$ cat src/design/wsd_pkg.sv
// Package for the WebSocket frame deframer: parser phase codes, result kinds,
// opcodes and the result word type. Used by every module of the block.
`default_nettype none

package wsd_pkg;

    localparam int LENGTH_BITS = 64;

    localparam logic [2:0] PH_HDR1    = 3'd0;
    localparam logic [2:0] PH_HDR2    = 3'd1;
    localparam logic [2:0] PH_EXTLEN  = 3'd2;
    localparam logic [2:0] PH_MASK    = 3'd3;
    localparam logic [2:0] PH_PAYLOAD = 3'd4;

    localparam logic [3:0] OP_TEXT   = 4'h1;
    localparam logic [3:0] OP_BINARY = 4'h2;
    localparam logic [3:0] OP_PING   = 4'h9;

    localparam logic [6:0] LEN7_EXT16 = 7'd126;
    localparam logic [6:0] LEN7_EXT64 = 7'd127;

    localparam logic [3:0] EXT16_BYTES = 4'd2;
    localparam logic [3:0] EXT64_BYTES = 4'd8;
    localparam logic [2:0] KEY_BYTES   = 3'd4;

    localparam logic ACT_BYTE    = 1'b0;
    localparam logic ACT_RESTART = 1'b1;

    typedef enum logic [1:0] {
        KIND_PAYLOAD = 2'd0,
        KIND_EMPTY   = 2'd1,
        KIND_PONG    = 2'd2,
        KIND_ERROR   = 2'd3
    } kind_t;

    typedef struct packed {
        kind_t      kind;
        logic [7:0] payload;
        logic       last;
        logic       is_binary;
    } result_t;

endpackage

`default_nettype wire

$ cat src/design/wsd_in_reg.sv
// Input register of the deframer: holds one accepted stream word until the
// parser takes it. Depends on wsd_pkg.
`default_nettype none

module wsd_in_reg
    import wsd_pkg::*;
(
    input  wire logic       clk,
    input  wire logic       rst_n,
    input  wire logic       in_valid,
    output logic            in_ready,
    input  wire logic       in_action,
    input  wire logic [7:0] in_byte,
    input  wire logic       advance,
    output logic            item_valid,
    output logic            item_action,
    output logic [7:0]      item_byte
);

    logic       valid_reg;
    logic       valid_next;
    logic       action_reg;
    logic [7:0] byte_reg;
    logic       load;

    assign in_ready = !valid_reg || advance;
    assign load     = in_valid && in_ready;

    always_comb
    begin
        valid_next = valid_reg;
        if (load)
        begin
            valid_next = 1'b1;
        end
        else if (advance)
        begin
            valid_next = 1'b0;
        end
    end

    always_ff @(posedge clk or negedge rst_n)
    begin
        if (!rst_n)
        begin
            valid_reg <= 1'b0;
        end
        else
        begin
            valid_reg <= valid_next;
        end
    end

    always_ff @(posedge clk)
    begin
        if (load)
        begin
            action_reg <= in_action;
            byte_reg   <= in_byte;
        end
    end

    assign item_valid  = valid_reg;
    assign item_action = action_reg;
    assign item_byte   = byte_reg;

endmodule

`default_nettype wire

$ cat src/design/wsd_parser.sv
// Frame parser of the deframer: header, extended length, mask key and payload
// state with the combinational update for one word. Depends on wsd_pkg.
`default_nettype none

module wsd_parser
    import wsd_pkg::*;
(
    input  wire logic       clk,
    input  wire logic       rst_n,
    input  wire logic       fire,
    input  wire logic       action,
    input  wire logic [7:0] data_byte,
    output logic            res_valid,
    output result_t         res
);

    logic [2:0]             phase_reg,        phase_next;
    logic [3:0]             opcode_reg,       opcode_next;
    logic                   mask_present_reg, mask_present_next;
    logic [3:0]             ext_left_reg,     ext_left_next;
    logic [31:0]            mask_key_reg,     mask_key_next;
    logic [2:0]             key_left_reg,     key_left_next;
    logic [LENGTH_BITS-1:0] remaining_reg,    remaining_next;
    logic [1:0]             mask_index_reg,   mask_index_next;
    logic                   error_hold_reg,   error_hold_next;

    logic                   length_done;
    logic                   header_done;
    logic [1:0]             key_sel;
    logic [7:0]             key_byte;
    logic [7:0]             unmasked;
    logic [LENGTH_BITS-1:0] remaining_dec;
    logic                   is_bin;

    assign key_sel       = ~mask_index_reg;
    assign key_byte      = mask_key_reg[{key_sel, 3'b000} +: 8];
    assign unmasked      = mask_present_reg ? (data_byte ^ key_byte) : data_byte;
    assign remaining_dec = remaining_reg - LENGTH_BITS'(1);
    assign is_bin        = (opcode_reg == OP_BINARY);

    always_comb
    begin
        phase_next        = phase_reg;
        opcode_next       = opcode_reg;
        mask_present_next = mask_present_reg;
        ext_left_next     = ext_left_reg;
        mask_key_next     = mask_key_reg;
        key_left_next     = key_left_reg;
        remaining_next    = remaining_reg;
        mask_index_next   = mask_index_reg;
        error_hold_next   = error_hold_reg;
        length_done       = 1'b0;
        header_done       = 1'b0;
        res_valid         = 1'b0;
        res               = '{kind: KIND_PAYLOAD, payload: 8'd0, last: 1'b0, is_binary: 1'b0};

        if (fire)
        begin
            if (action == ACT_RESTART)
            begin
                phase_next        = PH_HDR1;
                opcode_next       = 4'd0;
                mask_present_next = 1'b0;
                ext_left_next     = 4'd0;
                mask_key_next     = 32'd0;
                key_left_next     = 3'd0;
                remaining_next    = '0;
                mask_index_next   = 2'd0;
                error_hold_next   = 1'b0;
            end
            else if (!error_hold_reg)
            begin
                unique case (phase_reg)
                    PH_HDR2:
                    begin
                        mask_present_next = data_byte[7];
                        remaining_next    = '0;
                        if (data_byte[6:0] == LEN7_EXT16)
                        begin
                            ext_left_next = EXT16_BYTES;
                            phase_next    = PH_EXTLEN;
                        end
                        else if (data_byte[6:0] == LEN7_EXT64)
                        begin
                            ext_left_next = EXT64_BYTES;
                            phase_next    = PH_EXTLEN;
                        end
                        else
                        begin
                            remaining_next = LENGTH_BITS'(data_byte[6:0]);
                            length_done    = 1'b1;
                        end
                    end
                    PH_EXTLEN:
                    begin
                        if (remaining_reg[LENGTH_BITS-1 -: 8] != 8'd0)
                        begin
                            error_hold_next = 1'b1;
                            res_valid       = 1'b1;
                            res.kind        = KIND_ERROR;
                        end
                        else
                        begin
                            remaining_next = {remaining_reg[LENGTH_BITS-9:0], data_byte};
                            ext_left_next  = ext_left_reg - 4'd1;
                            length_done    = (ext_left_next == 4'd0);
                        end
                    end
                    PH_MASK:
                    begin
                        mask_key_next = {mask_key_reg[23:0], data_byte};
                        key_left_next = key_left_reg - 3'd1;
                        header_done   = (key_left_next == 3'd0);
                    end
                    PH_PAYLOAD:
                    begin
                        mask_index_next = mask_index_reg + 2'd1;
                        remaining_next  = remaining_dec;
                        if (remaining_dec == '0)
                        begin
                            phase_next = PH_HDR1;
                        end
                        if (opcode_reg == OP_PING)
                        begin
                            if (remaining_dec == '0)
                            begin
                                res_valid = 1'b1;
                                res.kind  = KIND_PONG;
                            end
                        end
                        else
                        begin
                            res_valid     = 1'b1;
                            res.kind      = KIND_PAYLOAD;
                            res.payload   = unmasked;
                            res.last      = (remaining_dec == '0);
                            res.is_binary = is_bin;
                        end
                    end
                    default:
                    begin
                        if (data_byte[3:0] != OP_TEXT && data_byte[3:0] != OP_BINARY
                            && data_byte[3:0] != OP_PING)
                        begin
                            error_hold_next = 1'b1;
                            res_valid       = 1'b1;
                            res.kind        = KIND_ERROR;
                        end
                        else
                        begin
                            opcode_next = data_byte[3:0];
                            phase_next  = PH_HDR2;
                        end
                    end
                endcase

                if (length_done)
                begin
                    if (mask_present_next)
                    begin
                        phase_next    = PH_MASK;
                        key_left_next = KEY_BYTES;
                        mask_key_next = 32'd0;
                    end
                    else
                    begin
                        header_done = 1'b1;
                    end
                end

                if (header_done)
                begin
                    if (remaining_next != '0)
                    begin
                        phase_next      = PH_PAYLOAD;
                        mask_index_next = 2'd0;
                    end
                    else
                    begin
                        phase_next = PH_HDR1;
                        res_valid  = 1'b1;
                        if (opcode_next == OP_PING)
                        begin
                            res.kind = KIND_PONG;
                        end
                        else
                        begin
                            res.kind      = KIND_EMPTY;
                            res.last      = 1'b1;
                            res.is_binary = (opcode_next == OP_BINARY);
                        end
                    end
                end
            end
        end
    end

    always_ff @(posedge clk or negedge rst_n)
    begin
        if (!rst_n)
        begin
            phase_reg        <= PH_HDR1;
            opcode_reg       <= 4'd0;
            mask_present_reg <= 1'b0;
            ext_left_reg     <= 4'd0;
            mask_key_reg     <= 32'd0;
            key_left_reg     <= 3'd0;
            remaining_reg    <= '0;
            mask_index_reg   <= 2'd0;
            error_hold_reg   <= 1'b0;
        end
        else
        begin
            phase_reg        <= phase_next;
            opcode_reg       <= opcode_next;
            mask_present_reg <= mask_present_next;
            ext_left_reg     <= ext_left_next;
            mask_key_reg     <= mask_key_next;
            key_left_reg     <= key_left_next;
            remaining_reg    <= remaining_next;
            mask_index_reg   <= mask_index_next;
            error_hold_reg   <= error_hold_next;
        end
    end

endmodule

`default_nettype wire

$ cat src/design/wsd_out_reg.sv
// Result register of the deframer: holds one result word until the sink takes
// it. Depends on wsd_pkg.
`default_nettype none

module wsd_out_reg
    import wsd_pkg::*;
(
    input  wire logic    clk,
    input  wire logic    rst_n,
    input  wire logic    advance,
    input  wire logic    res_valid,
    input  wire result_t res,
    output logic         out_valid,
    input  wire logic    out_ready,
    output result_t      out_res
);

    logic    valid_reg;
    logic    valid_next;
    result_t res_reg;

    always_comb
    begin
        valid_next = valid_reg;
        if (advance)
        begin
            valid_next = res_valid;
        end
        else if (out_ready)
        begin
            valid_next = 1'b0;
        end
    end

    always_ff @(posedge clk or negedge rst_n)
    begin
        if (!rst_n)
        begin
            valid_reg <= 1'b0;
        end
        else
        begin
            valid_reg <= valid_next;
        end
    end

    always_ff @(posedge clk)
    begin
        if (advance && res_valid)
        begin
            res_reg <= res;
        end
    end

    assign out_valid = valid_reg;
    assign out_res   = res_reg;

endmodule

`default_nettype wire

$ cat src/design/websocket_frame_deframer_unit.sv
// Top level of the WebSocket frame deframer: input register, frame parser and
// result register. Depends on wsd_pkg, wsd_in_reg, wsd_parser and wsd_out_reg.
`default_nettype none

// The block takes one stream word per clock cycle while the sink does not stall
// it through m_axis_tready, and gives at most one result word for it: the word
// is held in the input register, passed through the combinational parser update
// and then registered in the result register. A tuser of one on the input
// restarts the parser and clears a held protocol error. After an error, stream
// words are taken and dropped until a restart.
module websocket_frame_deframer_unit
    import wsd_pkg::*;
(
    input  wire logic        clk,
    input  wire logic        rst_n,
    input  wire logic        s_axis_tvalid,
    output logic             s_axis_tready,
    input  wire logic [7:0]  s_axis_tdata,  // data_byte
    input  wire logic [0:0]  s_axis_tuser,  // action
    output logic             m_axis_tvalid,
    input  wire logic        m_axis_tready,
    output logic [7:0]       m_axis_tdata,  // payload
    output logic [2:0]       m_axis_tuser,  // kind, is_binary
    output logic             m_axis_tlast
);

    logic       advance;
    logic       item_valid;
    logic       item_action;
    logic [7:0] item_byte;
    logic       res_valid;
    result_t    res;
    logic       out_valid;
    result_t    out_res;

    assign advance = item_valid && (!out_valid || m_axis_tready);

    wsd_in_reg u_in_reg (
        .clk         (clk),
        .rst_n       (rst_n),
        .in_valid    (s_axis_tvalid),
        .in_ready    (s_axis_tready),
        .in_action   (s_axis_tuser[0]),
        .in_byte     (s_axis_tdata),
        .advance     (advance),
        .item_valid  (item_valid),
        .item_action (item_action),
        .item_byte   (item_byte)
    );

    wsd_parser u_parser (
        .clk       (clk),
        .rst_n     (rst_n),
        .fire      (advance),
        .action    (item_action),
        .data_byte (item_byte),
        .res_valid (res_valid),
        .res       (res)
    );

    wsd_out_reg u_out_reg (
        .clk       (clk),
        .rst_n     (rst_n),
        .advance   (advance),
        .res_valid (res_valid),
        .res       (res),
        .out_valid (out_valid),
        .out_ready (m_axis_tready),
        .out_res   (out_res)
    );

    assign m_axis_tvalid = out_valid;
    assign m_axis_tdata  = out_res.payload;
    assign m_axis_tuser  = {out_res.is_binary, out_res.kind};
    assign m_axis_tlast  = out_res.last;

endmodule

`default_nettype wire
$ cat config.mk
export PLATFORM = sky130hd
export DESIGN_NAME = websocket_frame_deframer_unit
export DESIGN_NICKNAME = d
export VERILOG_FILES = /design/src/design/wsd_pkg.sv /design/src/design/wsd_in_reg.sv /design/src/design/wsd_parser.sv /design/src/design/wsd_out_reg.sv /design/src/design/websocket_frame_deframer_unit.sv
export SDC_FILE = /design/constraint.sdc
export NUM_CORES = 1
export LEC_CHECK = 0
export ABC_AREA = 1
export BUFFER_PORTS_ARGS = -buffer_cell sky130_fd_sc_hd__buf_2
export CAP_MARGIN = 20
export CORE_UTILIZATION = 50
export DETAILED_ROUTE_END_ITERATION = 7
export PLACE_DENSITY = 0.69
export REMOVE_ABC_BUFFERS = 1
export SKIP_LAST_GASP = 1
export SYNTH_ARGS = -nofsm -noshare
export SYNTH_HDL_FRONTEND = slang
export SYNTH_HIERARCHICAL = 1
export SYNTH_SLANG_ARGS = --single-unit
$ cat constraint.sdc
create_clock -name clk -period 3.1 [get_ports clk]
set_input_delay 0 -clock clk [delete_from_list [all_inputs] [get_ports clk]]
set_output_delay 0 -clock clk [all_outputs]
set_load 0.02 [all_outputs]
==> results.txt <==
Comb power frac = 65.0%
CTS Buf Count = 17
Hold WC Path Type = in2async
CORE AREA = 19590 um^2
clock transition at the registers of the reported paths = 0.07 ns
Worst Setup SP = u_parser/remaining_reg[1]
register share of total power = 17.0%
Die Ht = 143.7 um
area delta synth->final = 33.26%
Mapped Area = 10040 um^2
DRT iter0 DRCs = 1428
CP Depth = 19
Routed Antenna Nets = 0
final hold viol count = 0
gpl congestion = 0.9912
period utilization = 103.3%
Post-synth top cells = 486 x nand2_1, 256 x nor2_1, 168 x inv_1
Max Clock Freq = 312.4 MHz
Ys Warns = 6
max_cap viols = 0
pin count of the biggest net entering global routing = 74
CP cell instances = buf_4 > nor2_4 > nand2_4 > nor2_8 > nand2_4 > nor2_4 > nand3_2 > nand2_1 > nand4_1 > nor2_1 > nand2_1 > nor2_2 > nand3_1 > nand2_1 > nand2_1 > a21oi_2 > nand2_1 > inv_2 > buf_12
# IOs = 27
Slew @ Worst Pin = 0.7930 ns
Cell Pwr Density = 895.2 nW/um^2
startpoint types = register
Critical Path RT = 3.25 ns
Worst Setup EP = u_out_reg/out_res[2]
post-detail-place hpwl = 29.39 mm
initial antenna violation count = 0
layout cells sized above 1 = 24.09%
Yosys reg bits = 137
CP arrival = 3.35 ns
CP bufs+invs = 3
CTS H-tree lvls = 4
root buf cell = clkbuf_16
reg2reg setup slack = -0.10 ns
Cells after Synth = 1576
Total Wirelength = 40.21 mm
r2r startpoint = u_parser/remaining_reg[1]
post-synth top area cell = dfrtp_1
Synth async-reset ratio = 84.67%
failing checks = setup timing
Row Count = 51
clk_skew = 0.01207 ns
WL/cell = 19.08 um
CTS tree = yes
outcome = finished, violations left
largest fanout on the critical path = 12
most numerous cell in the Yosys netlist = nand2_1
placed insts = 2047
total grt overflow = 0
residual DRC count = 0
Syn Area/Cell = 6.373 um^2
max reg flops = 64
Worst R2R End = u_out_reg/out_res[2]
setup ws final = -0.1012 ns
hold slack = 0.1524 ns
post-synth top area share = 28.90%
Max Slew Vio Count = 0
Via density = 5.698
Final setup viols = 12
number of global-route vias before repair = 11330
fin nets = 1849
worst vdd ir = 0.0006991 V
Setup CP Type = reg2reg
leak pwr = 7.107 nW
Net Sw Frac = 50.90%
worst skew pair latency = 0.43 ns
Post-synth EDFFs = 21
max_slew headroom = 46.89%
Int Power = 5.883 mW
Primary FF master, synth = dfrtp_1
effective utilization at floorplan = 51.27%
clock network fraction of design power = 18.0%
Yosys cell types = 46
Tot GR Track Use = 39.54%
Max clock buf depth = 2
CTS sink cnt = 137
reg2reg path depth = 19
crit-path max cell delay = 0.40 ns
Die X = 143.7 um
most frequent CP cell = nand2_1
top cells by area, synth = dfrtp_1 29%, nand2_1 18%, nor2_1 9.6%
post-route non-filler standard cell count = 2108
RSZ-0062 raised after global routing = yes
IO Port Bufs = 26
Pre-antenna DRT Iters = 6
Tmin final = 3.201 ns
Vias = 12010
die area = 20660 um^2
sw power = 6.098 mW
ant diodes = 0
sequential fraction of the synthesis area = 35.18%
first-pass GRT wire length = 60.72 mm
CP max stage cell = dfrtp_1
Worst setup EP type = register
critical path's top delay family = simple AND/OR/NAND/NOR gates
-- per-stage QoR --
step	setup WS [ns]	area (um^2)	setup TNS, ns	util (%)	power, mW
final	-0.1012	13380	-1.170	68.32	11.98
after global routing	-0.1755	13380	-2.146	68.32	12.57
after CTS	0.002844	13050	0	66.62	11.22
after detailed placement	-0.2513	12100	-3.062	61.77	8.733
after global placement	-0.1597	12100	-1.914	61.77	8.690
after floorplan	-1.608	9851	-111.53	-	5.770
-- worst min-delay path: cells and delay by family --
kind | cells | cell delay, ns
buf+inv | 3 | 0.98
-- routing by layer --
layer	wire, um	vias up	track usage, %
met5	0	-	0
met4	1831	0	17.47
met3	3205	100	6.098
met2	18470	598	65.18
met1	16710	5655	51.19
li1	-	5658	-
-- how the worst min path moves through the flow --
stage                      from                    endpoint  slack [ns]  cells after the start
final                     rst_n  u_parser/remaining_reg[23]        0.15                      3
after global routing      rst_n  u_parser/remaining_reg[23]        0.22                      3
after CTS                 rst_n  u_parser/remaining_reg[23]        0.16                      3
after detailed placement  rst_n  u_parser/remaining_reg[21]       -0.12                      1
after global placement    rst_n  u_parser/remaining_reg[22]       -0.13                      1
after floorplan           rst_n         u_in_reg/item_valid       -0.30                      0
-- cells by family (layout without fill, tap and decap cells) --
group	after synthesis	in the layout	synth area share (%)
AND/OR/NAND/NOR	935	936	39.42
AO/OA/AOI/OAI	260	260	14.97
buffers and inverters	227	493	8.720
flip-flops	137	137	35.18
XOR/XNOR	11	11	0.9593
adder cells (fa/ha/maj)	6	6	0.7475
-- cells in the final DEF, fill, tap and decap left out, types with 18 or more instances in the layout --
master / netlist / layout
dfrtp_1: 116 / 110
buf_4: 0 / 230
nand2_1: 486 / 472
edfxtp_1: 21 / 21
clkbuf_16: 0 / 19
nor2_2: 17 / 60
inv_1: 168 / 165
nand3_1: 125 / 120
nor2_4: 6 / 24
nor2_1: 256 / 195
nand2_2: 7 / 18
buf_2: 19 / 25
a22oi_1: 33 / 33
o21ai_0: 100 / 99
a21oi_1: 55 / 54
o22ai_1: 56 / 56
-- power groups by stage --
stage                     combinational, mW  sequential, mW  clock (mW)
after floorplan                        3.69            2.08           0
after global routing                   8.28            2.05        2.24
final                                  7.78            2.04        2.16
after detailed placement               6.67            2.07           0
after CTS                              7.02            2.03        2.16
after global placement                 6.63            2.06           0
-- final cells by class --
cell class | count | area [um^2]
timing repair buffer | 279 | 2203
clock inverter | 15 | 201.4
inverter | 182 | 685.7
clock buffer | 17 | 425.4
sequential | 137 | 3541
multi-input combinational | 1213 | 5996
tap | 265 | 331.6
fill | 1754 | 6206
-- what timing repair did --
item                       4_1_cts  5_1_grt
pin swaps                       10       26
resized for setup               47       70
hold endpoints to repair       127        0
buffers inserted                 5        8
cloned                           0        3
hold buffers                    13        0
setup endpoints to repair       15       16
(Power assumes the default switching activity.)
